[src/hw/rtl/ivpa_pkg.sv]
// ----------------------------------------------------------------------------
// ivpa_pkg
// Shared types and constants of the interrupt vector pool allocator: word
// geometry of the occupancy map, controller states and the command/status
// bundles between controller and datapath.
// ----------------------------------------------------------------------------
package ivpa_pkg;

    localparam int VEC_W  = 8;              // vector number width
    localparam int WORD_W = 32;             // occupancy bits scanned per cycle
    localparam int BIT_W  = 5;              // bit index within one word
    localparam int WIDX_W = VEC_W - BIT_W;  // word index within the 256-vector space

    localparam logic [VEC_W-1:0] FIRST_USABLE_RESET = 8'd48;

    typedef logic [WORD_W-1:0] t_word;

    typedef enum logic [1:0] {
        S_IDLE,
        S_ALLOC,
        S_FREE
    } t_state;

    typedef struct packed {
        logic start;       // latch the request, load the word pointer
        logic advance;     // step the word pointer
        logic clear_word;  // clear the in-range bits of the current word
        logic commit;      // finish: update map on allocate, load the result beat
    } t_dp_cmd;

    typedef struct packed {
        logic found;       // current word holds a free in-window vector
        logic last_word;   // pointer sits on the last word of the pool
    } t_dp_sts;

endpackage

[src/hw/rtl/ivpa_datapath.sv]
// ----------------------------------------------------------------------------
// ivpa_datapath
// Occupancy map, first-usable register, word pointer, per-word first-fit
// search and range-clear masks, and the result registers.
// ----------------------------------------------------------------------------
module ivpa_datapath #(
    parameter int VECTOR_COUNT = 256
) (
    input  logic                    i_clk,
    input  logic                    i_rst_n,
    input  ivpa_pkg::t_dp_cmd       i_cmd,
    output ivpa_pkg::t_dp_sts       o_sts,
    input  logic                    i_func,
    input  logic [7:0]              i_free_base,
    input  logic [7:0]              i_free_count,
    input  logic                    i_cfg_valid,
    input  logic [7:0]              i_cfg_data,
    output logic [7:0]              o_granted_vector,
    output logic                    o_alloc_failed
);
    import ivpa_pkg::*;

    localparam int WORDS = (VECTOR_COUNT + WORD_W - 1) / WORD_W;
    localparam int WW    = (WORDS > 1) ? $clog2(WORDS) : 1;
    localparam int DEPTH = 2 ** WW;
    localparam logic [WW-1:0]     LAST_WORD = WW'(WORDS - 1);
    localparam logic [WIDX_W-1:0] LAST_WIDX = WIDX_W'(WORDS - 1);
    localparam logic [VEC_W:0]    VC_LIMIT  = (VEC_W + 1)'(VECTOR_COUNT);

    t_word              r_map [DEPTH];
    logic [WW-1:0]      r_word;
    logic               r_func;
    logic [VEC_W-1:0]   r_base;
    logic [VEC_W-1:0]   r_count;
    logic [VEC_W-1:0]   r_first;
    logic [VEC_W-1:0]   r_granted;
    logic               r_failed;

    t_word              w_cur;
    t_word              w_win;
    t_word              w_rng;
    t_word              w_avail;
    t_word              w_onehot;
    logic               w_found;
    logic [BIT_W-1:0]   w_bit;
    logic [WIDX_W-1:0]  w_first_word;
    logic [WW-1:0]      w_start;
    logic [VEC_W-1:0]   w_grant_vec;

    assign w_cur = r_map[r_word];

    // Window and free-range masks for every bit of the current word.
    always_comb begin
        logic [VEC_W-1:0] v;
        logic [VEC_W-1:0] off;
        w_win = '0;
        w_rng = '0;
        for (int b = 0; b < WORD_W; b++) begin
            v        = {WIDX_W'(r_word), BIT_W'(b)};
            off      = v - r_base;
            w_win[b] = (v >= r_first) && ({1'b0, v} < VC_LIMIT);
            w_rng[b] = off < r_count;
        end
    end

    // Lowest free vector of the word.
    assign w_avail = ~w_cur & w_win;
    assign w_found = |w_avail;

    always_comb begin
        w_bit = '0;
        for (int b = WORD_W - 1; b >= 0; b--) begin
            if (w_avail[b]) begin
                w_bit = BIT_W'(b);
            end
        end
    end

    assign w_onehot    = t_word'(1) << w_bit;
    assign w_grant_vec = {WIDX_W'(r_word), w_bit};

    // Scan starts at the word of the first usable vector, clamped to the pool.
    assign w_first_word = r_first[VEC_W-1 -: WIDX_W];
    assign w_start      = (w_first_word > LAST_WIDX) ? LAST_WORD : w_first_word[WW-1:0];

    always_ff @(posedge i_clk) begin
        if (!i_rst_n) begin
            r_first <= FIRST_USABLE_RESET;
            for (int w = 0; w < DEPTH; w++) begin
                r_map[w] <= '0;
            end
        end else begin
            if (i_cfg_valid) begin
                r_first <= i_cfg_data;
            end
            if (i_cmd.commit && !r_func && w_found) begin
                r_map[r_word] <= w_cur | w_onehot;
            end else if (i_cmd.clear_word) begin
                r_map[r_word] <= w_cur & ~(w_rng & w_win);
            end
        end
    end

    always_ff @(posedge i_clk) begin
        if (i_cmd.start) begin
            r_func  <= i_func;
            r_base  <= i_free_base;
            r_count <= i_free_count;
            r_word  <= i_func ? '0 : w_start;
        end else if (i_cmd.advance) begin
            r_word  <= r_word + WW'(1);
        end
        if (i_cmd.commit) begin
            r_granted <= (!r_func && w_found) ? w_grant_vec : '0;
            r_failed  <= !r_func && !w_found;
        end
    end

    assign o_sts.found      = w_found;
    assign o_sts.last_word  = (r_word >= LAST_WORD);
    assign o_granted_vector = r_granted;
    assign o_alloc_failed   = r_failed;

    // An allocate fails only once the scan has reached the end of the pool.
    a_fail_at_end: assert property (@(posedge i_clk) disable iff (!i_rst_n)
        (i_cmd.commit && !r_func && !w_found) |-> (r_word >= LAST_WORD))
        else $error("allocate failed before scanning the whole pool");

    // A free request always answers vector 0 without the fail flag.
    a_free_result: assert property (@(posedge i_clk) disable iff (!i_rst_n)
        (i_cmd.commit && r_func) |=> (r_granted == '0 && !r_failed))
        else $error("free request returned a nonzero result");

    // A granted vector is marked in use right after the commit.
    a_grant_marked: assert property (@(posedge i_clk) disable iff (!i_rst_n)
        (i_cmd.commit && !r_func && w_found) |=> (r_map[$past(r_word)][$past(w_bit)]))
        else $error("granted vector not marked in use");

endmodule

[src/hw/rtl/ivpa_ctrl.sv]
// ----------------------------------------------------------------------------
// ivpa_ctrl
// Request sequencer: accepts a request, walks the occupancy map word by word
// and commits the result beat when the output register is free.
// ----------------------------------------------------------------------------
module ivpa_ctrl (
    input  logic                i_clk,
    input  logic                i_rst_n,
    input  logic                i_in_valid,
    input  logic                i_func,
    output logic                o_in_stall,
    output logic                o_out_valid,
    input  logic                i_out_stall,
    output ivpa_pkg::t_dp_cmd   o_cmd,
    input  ivpa_pkg::t_dp_sts   i_sts
);
    import ivpa_pkg::*;

    t_state r_state;
    t_state n_state;
    logic   r_out_valid;
    logic   n_out_valid;
    logic   w_out_free;
    logic   w_in_accept;

    assign w_out_free  = !r_out_valid || !i_out_stall;
    assign o_in_stall  = (r_state != S_IDLE);
    assign w_in_accept = i_in_valid && !o_in_stall;

    always_comb begin
        n_state = r_state;
        unique case (r_state)
            S_IDLE: begin
                if (i_in_valid) begin
                    n_state = i_func ? S_FREE : S_ALLOC;
                end
            end
            S_ALLOC: begin
                if ((i_sts.found || i_sts.last_word) && w_out_free) begin
                    n_state = S_IDLE;
                end
            end
            S_FREE: begin
                if (i_sts.last_word && w_out_free) begin
                    n_state = S_IDLE;
                end
            end
            default: n_state = S_IDLE;
        endcase
    end

    always_comb begin
        o_cmd = '0;
        unique case (r_state)
            S_IDLE: begin
                o_cmd.start = i_in_valid;
            end
            S_ALLOC: begin
                if (i_sts.found || i_sts.last_word) begin
                    o_cmd.commit = w_out_free;
                end else begin
                    o_cmd.advance = 1'b1;
                end
            end
            S_FREE: begin
                o_cmd.clear_word = 1'b1;
                if (i_sts.last_word) begin
                    o_cmd.commit = w_out_free;
                end else begin
                    o_cmd.advance = 1'b1;
                end
            end
            default: o_cmd = '0;
        endcase
    end

    assign n_out_valid = o_cmd.commit || (r_out_valid && i_out_stall);

    always_ff @(posedge i_clk) begin
        if (!i_rst_n) begin
            r_state     <= S_IDLE;
            r_out_valid <= 1'b0;
        end else begin
            r_state     <= n_state;
            r_out_valid <= n_out_valid;
        end
    end

    assign o_out_valid = r_out_valid;

    // Never overwrite a result beat that is still waiting.
    a_no_overwrite: assert property (@(posedge i_clk) disable iff (!i_rst_n)
        o_cmd.commit |-> w_out_free)
        else $error("result committed over a stalled beat");

    // An accepted request always starts a walk.
    a_accept_busy: assert property (@(posedge i_clk) disable iff (!i_rst_n)
        w_in_accept |=> (r_state == S_ALLOC || r_state == S_FREE))
        else $error("accepted request did not start");

    // A new result beat appears only after a commit.
    a_valid_from_commit: assert property (@(posedge i_clk) disable iff (!i_rst_n)
        $rose(r_out_valid) |-> $past(o_cmd.commit))
        else $error("output valid without a commit");

endmodule

[src/hw/rtl/interrupt_vector_pool_allocator.sv]
// ----------------------------------------------------------------------------
// interrupt_vector_pool_allocator
// First-fit allocator over a one-bit-per-vector occupancy map.
// ----------------------------------------------------------------------------
// A request with func 0 allocates the lowest free vector at or above the
// first usable vector register and below VECTOR_COUNT, marks it in use and
// returns it; if none is free it returns 0 with alloc_failed set. A request
// with func 1 frees free_count vectors from free_base up, the vector number
// wrapping modulo 256, and skips any vector outside the usable window; it
// always returns 0 with alloc_failed clear. Every request gives one result
// beat. When the register is 0, vector 0 can be granted and comes back as 0
// with alloc_failed clear. Writing the register leaves the map untouched.
// Timing: the map is held as 32-bit words and one word is examined per
// cycle. An allocate is accepted and then scans word by word from the word
// of the first usable vector up to the first word with a free vector or
// the last word; a free is accepted and then clears every word of the pool.
// The next request is taken as soon as the result is in the output
// register; a result waits there while the output stalls, and a request
// that finishes meanwhile holds until the register is free.
// The map resets to all free; no clearing pass is needed.
// Configuration writes are always taken and must only be issued while idle.
// ----------------------------------------------------------------------------
module interrupt_vector_pool_allocator #(
    parameter int VECTOR_COUNT = 256
) (
    input  logic        i_clk,
    input  logic        i_rst_n,
    // request channel
    input  logic        i_in_valid,
    output logic        o_in_stall,
    input  logic        i_func,
    input  logic [7:0]  i_free_base,
    input  logic [7:0]  i_free_count,
    // result channel
    output logic        o_out_valid,
    input  logic        i_out_stall,
    output logic [7:0]  o_granted_vector,
    output logic        o_alloc_failed,
    // first usable vector register write
    input  logic        i_cfg_valid,
    output logic        o_cfg_ready,
    input  logic [7:0]  i_cfg_data
);
    import ivpa_pkg::*;

    t_dp_cmd w_cmd;
    t_dp_sts w_sts;

    // Register writes never wait.
    assign o_cfg_ready = 1'b1;

    // Sequencer: accept, walk the map, commit into the output register.
    ivpa_ctrl u_ctrl (
        .i_clk       (i_clk),
        .i_rst_n     (i_rst_n),
        .i_in_valid  (i_in_valid),
        .i_func      (i_func),
        .o_in_stall  (o_in_stall),
        .o_out_valid (o_out_valid),
        .i_out_stall (i_out_stall),
        .o_cmd       (w_cmd),
        .i_sts       (w_sts)
    );

    // Map, register, search and clear logic, result registers.
    ivpa_datapath #(
        .VECTOR_COUNT (VECTOR_COUNT)
    ) u_datapath (
        .i_clk            (i_clk),
        .i_rst_n          (i_rst_n),
        .i_cmd            (w_cmd),
        .o_sts            (w_sts),
        .i_func           (i_func),
        .i_free_base      (i_free_base),
        .i_free_count     (i_free_count),
        .i_cfg_valid      (i_cfg_valid),
        .i_cfg_data       (i_cfg_data),
        .o_granted_vector (o_granted_vector),
        .o_alloc_failed   (o_alloc_failed)
    );

endmodule
[config.mk]
export PLATFORM = sky130hd
export DESIGN_NAME = interrupt_vector_pool_allocator
export DESIGN_NICKNAME = d
export VERILOG_FILES = /design/src/hw/rtl/ivpa_pkg.sv /design/src/hw/rtl/ivpa_datapath.sv /design/src/hw/rtl/ivpa_ctrl.sv /design/src/hw/rtl/interrupt_vector_pool_allocator.sv
export SDC_FILE = /design/constraint.sdc
export NUM_CORES = 1
export LEC_CHECK = 0
export BUFFER_PORTS_ARGS = -buffer_cell sky130_fd_sc_hd__buf_4
export CORE_UTILIZATION = 40
export DETAILED_ROUTE_END_ITERATION = 10
export PLACE_DENSITY_LB_ADDON = 0.12
export RECOVER_POWER = 25
export SYNTH_ARGS = -nofsm -noshare
export SYNTH_HDL_FRONTEND = slang
export SYNTH_SLANG_ARGS = --single-unit
[constraint.sdc]
create_clock -name i_clk -period 12.7 [get_ports i_clk]
set_input_delay 0.635 -clock i_clk [delete_from_list [all_inputs] [get_ports i_clk]]
set_output_delay 0.635 -clock i_clk [all_outputs]
set_load 0.1 [all_outputs]
Yosys cells after proc, flatten, opt, wreduce, memory -nomap -nowiden --
Memory sizes are Yosys's and may differ from the RTL's. A register that Yosys moved wholly into a read port is not among the register bits. Cells that the tools add are included.
Word-level totals: input bits 30, bits in latches 0, memories kept 1, RAM bits 256, word-level logic and storage cells 204, register bits after elaboration 40, output and inout port bits 12, ROM bits 0
Cells by class: div/mod/pow operators 0, reductions and logical operators 20, bitwise logic cells 7, eq/ne operators 5, $add $sub $neg 33, shift operators 1, $mul 0, magnitude comparators 66, multiplexer cells 62
Memory list:
- u_datapath.r_map | depth 8, bits a word 32, rd ports 1, clocked after memory_dff 1, wr ports 8, line ivpa_datapath.sv:30 | t_word r_map [DEPTH];
Operator list (count):
- 8-bit greater-or-equal comparator | 32
- 8-bit less-than comparator | 32
- 8-bit subtractor | 32
- 5-bit 2-to-1 mux | 32
- 32-bit bitwise AND | 3
- 32-bit 2-to-1 mux | 2
- 32-bit inverter | 2
- 32-bit OR reduction | 2
- 32-bit OR | 1
- 1-bit by 5-bit left shift with 32-bit output (first input constant) | 1
- 3-bit 2-to-1 mux | 6
- 1-bit 2-to-1 mux | 15
- 2-bit 2-to-1 mux | 4
- 1-bit logical AND | 7
- 2-bit one-hot mux with 3 select lines | 1
- 1-bit logical NOT | 4
- 2-bit by 1-bit inequality test with 1-bit output (second input constant) | 2
- 1-bit one-hot mux with 2 select lines | 2
- 2-bit nonzero test | 2
- 3-bit by 1-bit adder with 3-bit output (second input constant) | 1
- 3-bit greater-or-equal comparator (second input constant) | 1
- 3-bit greater-than comparator (second input constant) | 1
- 1-bit logical OR | 3
- 3-bit AND reduction | 1
- 5 further kinds | 5

Logic depth before layout (Yosys ltp) --
Gate-level depths: netlist (run 1).
depth in word-level cells 38, depth in mapped cells 17, mapped depth without buffers 15

By module --
From an unflattened synthesis (run 1), not the netlist that was laid out.
Second synthesis, totals: cells, all modules 1963, area, all modules 21204.1 µm²
Modules (own cells, without submodules):
- ivpa_datapath | area each 20966.4 µm², cells each 1934, seq. area each 8778.4 µm², instances 1
- ivpa_ctrl | area each 226.5 µm², cells each 27, seq. area each 60.1 µm², instances 1
- interrupt_vector_pool_allocator | area each 11.3 µm², cells each 2, seq. area each 0.0 µm², instances 1

Worst setup path after synthesis (run 1) --
Ideal clock, no wire load.
path kind reg-to-reg, start register u_datapath.r_word[1], end memory u_datapath.r_map[6][0] in the netlist's numbering, enable pin, path buffers 2, setup time 0.479 ns, arrival 4.102 ns, stages on the path, launching flop included 14, data required time 12.221 ns, path slack 8.120 ns, clock period less this slack 4.580 ns, path through edfxtp_1 ha_1 a21o_1 a211oi_1 buf_2 o22ai_1 nor3_1 nand2_2 o41a_1 a31oi_1 nor3_1 nand3_1 buf_2 nand2_1
RTL lines:
- start: declaration | line ivpa_datapath.sv:31 | logic [WW-1:0] r_word;
- start signal: assignment | line ivpa_datapath.sv:109 | r_word <= i_func ? '0 : w_start;
- start signal: assignment | line ivpa_datapath.sv:111 | r_word <= r_word + WW'(1);
- end: declaration | line ivpa_datapath.sv:30

==> results.cfg, run 1 <==
[clock_network]
cts-buffers-inserted = 34
cts_resized = 0
hold_buffers = 0
cts_setup_buffers = 0
cts_tree = built
cts_sinks = 299
cts_root_buffer = clkbuf_16
htree_num_levels = 2
clockBufferDepth = 3
clkLatencyLatePin_ps = 540
clk_pin_slew_ps = 60

[worst_setup_path]
cp_common_cell = clkbuf_1
regToRegEndpoint = u_datapath.r_map[6][7]
critPathRequiredTime_ps = 12960
r2r_cells = 13
crit_buf_inv = 2
critPathKind = register to register
cpPeakStageDelay_ps = 1060
crit_fanout = 32
crit_path_start_kind = register
r2r-start = u_datapath.r_word[2]
cp_top_family = simple AND/OR/NAND/NOR gates
r2r_slack_ps = 4630
worstSetupEndpointType = register
cp_cell_sequence = ha_1, and4b_1, a211oi_1, clkbuf_1, a21boi_0, or2_0, or3_1, nor4_1, a21boi_4, clkbuf_1, a2111oi_0, o32ai_1, nor2b_1
cp_slowest_cell = a2111oi_0
critPathArrivalTime_ps = 8320

[logic_synthesis]
avgSynthCellArea_um2 = 11.20
yosysWarnings = 0
netlist_top_cells_area = edfxtp_1, ha_1, mux4_2, nor2_1, xnor2_1
yosys.area.top_type_share_pct = 42.45
synth_top_area_cell = edfxtp_1
syn-num-nets = 2017
ys_ff_latch = 299
synth_edf_count = 285
yosysMostFrequentCell = edfxtp_1
synth.cell_area_mm2 = 0.02016
syn_inst = 1800
ys.flop_type = edfxtp_1
synth-async-reset-ratio_pct = 0
seq_area_frac_synth_pct = 43.84
synth_common_cells = edfxtp_1, nor2_1, ha_1
synth.distinct_cells = 83

[floorplanning]
rows = 81
die_area_mm2 = 0.05130
die_w_um = 226.5
fp.dieH_um = 226.5
core_mm2 = 0.04936
initial_core_util_pct = 40.84
ios = 42

[flow_run]
cap_violations = 2

[finish]
diodes = 0
fin_cells = 2485
area_growth_pct = 8.497
final_area_mm2 = 0.02187
drive_gt1_share_pct = 12.69
num-nets-final = 2019

[pwr]
fin_total_pwr_w = 0.003850
peakVddDrop_v = 0.0001143
power_density_mw_per_mm2 = 176.0
p_leak_nw = 8.450

[sta]
worst_pin_slew_ps = 2173
clock_skew_ps = 19.58
hold_viol = 0
fin_tns_setup_ps = 0
timing.fmax_ghz = 0.1239
rsz0062_at_grt = no
fin_crit_ps = 8070
period_share_pct = 63.54
setup_viol = 0
slew_headroom_pct = -44.84
final_max_slew_viol_count = 50
holdWs_ps = 299.6

[outcome]
failed_checks = max-capacitance violations, max-slew violations
outcome = finished with violations

[place]
dp_hpwl_mm = 42.93
dp.cells = 2430
gp_congestion = 0.9672
place_area_mm2 = 0.02102
io_buffer_count = 40

[global_route]
grt_pass1_vias = 14270
grt_max_degree = 47
antenna_found_initial = 0
track_usage_pct = 24.10
grt_pass1_wl_mm = 91.45
overflow = 0

[routing]
ant_nets = 0
wire_per_inst_um = 24.40
drtPass1Iterations = 6
drc_errors = 0
drt_iter0_drc = 1232
routed_via_density = 5.803
vias = 14420
drt_wl_total_mm = 60.64

[hold_path]
hold_path.class = input pin to register
min_path_cells = 1
hold_end = u_datapath.r_base[6]
worstHoldStart = i_free_base[6]
[per-stage QoR]
step | setup slack [ps] | util [%]
2_1_floorplan | 8120 | -
3_3_place_gp | 6419 | 42.60
3_5_place_dp | 6262 | 42.60
4_1_cts | 6254 | 44.59
5_1_grt | 4250 | 44.32
6_report | 4630 | 44.32
[cell usage in the layout, fill, tap and decap left out, types with 8 or more instances in the layout]
master / instances
buf_4: 36
dfxtp_1: 11
mux2i_1: 36
ha_1: 185
clkinv_1: 8
a221oi_1: 8
a21oi_1: 104
clkbuf_1: 22
nand2_2: 8
o21bai_1: 10
a21o_1: 71
mux4_2: 51
nor3_1: 10
clkbuf_4: 16
a31oi_1: 20
o31a_1: 11
inv_1: 70
edfxtp_1: 285
xor2_1: 23
o211ai_1: 9
nor2_1: 276
a211oi_1: 10
nor2_2: 16
clkbuf_16: 34
nand2_1: 89
mux2_2: 21
nand2b_1: 10
o21a_1: 14
xnor2_1: 92
nand3_1: 22
o21ai_0: 62
nor2b_1: 28
and2_1: 8
o32a_2: 10
[cell families (layout without fill, tap and decap cells)]
kind of cell / Yosys count / after routing / synth area share (%)
compound gates: 409 / 409 / 15.01
xor+xnor: 116 / 116 / 5.040
fa+ha+maj: 187 / 187 / 11.68
buf+inv: 172 / 193 / 3.997
flops: 299 / 299 / 43.84
mux: 115 / 115 / 9.422
other cells: 1 / 1 / 0.01860
simple gates: 501 / 501 / 10.99
[worst max path at each step]
stage	slack [ps]	endpoint	cells after the start	from
2_1_floorplan	8120	u_datapath.r_map[6][0]	13	u_datapath.r_word[1]
3_3_place_gp	6420	u_datapath.r_map[6][24]	11	register
3_5_place_dp	6260	u_datapath.r_map[6][24]	11	register
4_1_cts	6250	u_datapath.r_map[6][28]	11	register
5_1_grt	4250	u_datapath.r_map[6][7]	13	u_datapath.r_word[2]
6_report	4630	u_datapath.r_map[6][7]	13	u_datapath.r_word[2]
[cell type report]
| class | instances | area, µm² |
|---|---|---|
| fill | 4717 | 27480 |
| multi-input combinational | 1329 | 10500 |
| sequential | 299 | 8847 |
| clock buffer | 41 | 877.1 |
| tap | 664 | 830.8 |
| timing repair buffer | 67 | 446.7 |
| inverter | 71 | 266.5 |
| clock inverter | 14 | 105.1 |
[state kept, by name (all words and copies together), names as in the netlist, named ones only]
name                         cells
u_datapath.r_func                1
u_ctrl.r_state                   2
u_datapath.o_granted_vector      8
u_datapath.r_word                3
u_datapath.o_alloc_failed        1
u_ctrl.o_out_valid               1
u_datapath.r_first               8
u_datapath.r_count               8
u_datapath.r_base                8
u_datapath.r_map               256
[power by group]
| part | switching, W | internal, W |
|---|---|---|
| clock | 0.000381 | 0.000511 |
| sequential | 0.0000589 | 0.00115 |
| combinational | 0.00111 | 0.000635 |
[layer usage]
metal	vias up	global-route usage, %	part of all wire, %
li1	6656	-	-
met3	96	2.786	5.4
met1	7189	32.33	44
met5	-	0	0
met2	480	40.34	48
met4	0	8.130	3.2
Note: power is estimated with default switching activity, not from simulation.
==> run 2, diff against run 1 <==
==> constraint.sdc (replaced) <==
create_clock -name i_clk -period 6.66 [get_ports i_clk]
set_input_delay 0.333 -clock i_clk [delete_from_list [all_inputs] [get_ports i_clk]]
set_output_delay 0.333 -clock i_clk [all_outputs]
set_load 0.1 [all_outputs]
==> run 2 against run 1 <==
The flow still finishes with violations (max-capacitance violations, max-slew violations). Cell area up 1.9%. Critical path type unchanged. Critical path depth is 1 lower. Power up 91%. Highest routed layer unchanged.
==> results.cfg, run 2 (same netlist as run 1, synthesis figures left out) <==
[floorplanning]
die_w_um = 226.5
fp.dieH_um = 226.5
core_mm2 = 0.04936
rows = 81
initial_core_util_pct = 40.84
ios = 42
die_area_mm2 = 0.05130

[global_route]
overflow = 0
antenna_found_initial = 0
track_usage_pct = 24.18
grt_pass1_vias = 14320
grt_pass1_wl_mm = 92.04
grt_max_degree = 35

[routing]
routed_via_density = 5.763
drtPass1Iterations = 5
drt_iter0_drc = 1321
drt_wl_total_mm = 61.34
wire_per_inst_um = 24.30
ant_nets = 0
vias = 14550
drc_errors = 0

[outcome]
failed_checks = max-capacitance violations, max-slew violations
outcome = finished with violations

[hold_path]
hold_end = u_datapath.r_first[5]
min_path_cells = 2
worstHoldStart = i_rst_n
hold_path.class = input pin to register

[worst_setup_path]
r2r_cells = 12
r2r_slack_ps = 530
crit_path_start_kind = register
critPathKind = register to register
r2r-start = u_datapath.r_word[2]
critPathArrivalTime_ps = 6420
worstSetupEndpointType = register
cp_cell_sequence = ha_1, and4b_1, a211oi_1, buf_4, o22ai_1, nor3_1, nand2_2, nor4_4, a21boi_4, a2111oi_0, o32ai_1, nor2b_1
cp_slowest_cell = a211oi_1
crit_fanout = 19
critPathRequiredTime_ps = 6950
cpPeakStageDelay_ps = 730
regToRegEndpoint = u_datapath.r_map[7][7]

[sta]
clock_skew_ps = 15.22
hold_viol = 0
holdWs_ps = 95.52
final_max_slew_viol_count = 17
timing.fmax_ghz = 0.1631
fin_crit_ps = 6130
worst_slack_ps = 530.5
period_share_pct = 92.03
worst_pin_slew_ps = 2057
rsz0062_at_grt = no
setup_viol = 0
fin_tns_setup_ps = 0
slew_headroom_pct = -38.56

[finish]
drive_gt1_share_pct = 13.39
largest_register_ff_count = 256
fillers = 4672
fin_util_pct = 45.16
largest-register = u_datapath.r_map
num-nets-final = 2056
layout_common_cells = edfxtp_1, nor2_1, ha_1, a21oi_1
diodes = 0
area_growth_pct = 10.57
final_common_cell = edfxtp_1

[place]
dp_hpwl_mm = 42.54
gp_congestion = 0.9519
io_buffer_count = 40
place_ws_ps = 1001

[clock_network]
clk_pin_slew_ps = 60
cts_setup_buffers = 0
cts-buffers-inserted = 31
cts_sinks = 299
cts_root_buffer = clkbuf_16
cts_tree = built
clkLatencyLatePin_ps = 570
clockBufferDepth = 3
htree_num_levels = 1

[pwr]
p_leak_nw = 8.650
peakVddDrop_v = 0.0002364
fin_total_pwr_w = 0.007339
power_density_mw_per_mm2 = 329.2

[flow_run]
cap_violations = 1
run 2: per-stage QoR:
step	instances	cell area (µm²)
floorplan	1800	20160
CTS	2524	22360
finish	2524	22290
global placement	2445	21190
detailed placement	2445	21190
global route	2524	22290
run 2: per-layer routing:
metal	track usage [%]	vias up	share of wire, %
met5	0	-	0
met4	5.536	0	2.2
met3	2.086	81	4.8
met2	41.56	420	49
met1	33.01	7295	44
li1	-	6749	-
run 2: critical path, delay by kind of cell (launching register included):
kind                       cells  cell delay [ps]
adders and majority gates      1              570
AOI/OAI and AO/OA              5             2220
and+or+nand+nor                5             2000
buffers and inverters          1              400
DFF                            1              620
run 2: report_power, final:
part	switching (W)	total (W)	internal [W]	leakage (nW)
registers	0.000108	0.00230	0.00219	3.04
clock network	0.000707	0.00163	0.000919	0.457
logic	0.00215	0.00341	0.00126	5.15
run 2: how the worst max path moves through the flow:
stage	from	endpoint	slack [ps]	depth (start not counted)
4_1_cts	u_datapath.r_word[2]	u_datapath.r_map[4][21]	980	13
5_1_grt	u_datapath.r_word[2]	u_datapath.r_map[3][21]	300	13
3_3_place_gp	u_datapath.r_word[2]	u_datapath.r_map[7][7]	1020	11
6_report	u_datapath.r_word[2]	u_datapath.r_map[7][7]	530	12
3_5_place_dp	u_datapath.r_word[2]	u_datapath.r_map[4][21]	1000	13
2_1_floorplan	u_datapath.r_word[1]	u_datapath.r_map[6][0]	2080	13
run 2: cell type report:
type                       instances  area, µm²  area share [%]
multi-input combinational       1329      10560           47.36
sequential                       299       8847           39.69
timing repair buffer             107      864.6           3.879
tap                              664      830.8           3.727
clock buffer                      37      798.3           3.581
inverter                          71      266.5           1.196
clock inverter                    17      125.1          0.5613
run 2: timing repair:
action                                 4_1_cts  5_1_grt
hold buffers                                25        0
resized for setup                            0        0
endpoints found under the hold margin       25        0
setup endpoints to repair                    0        0
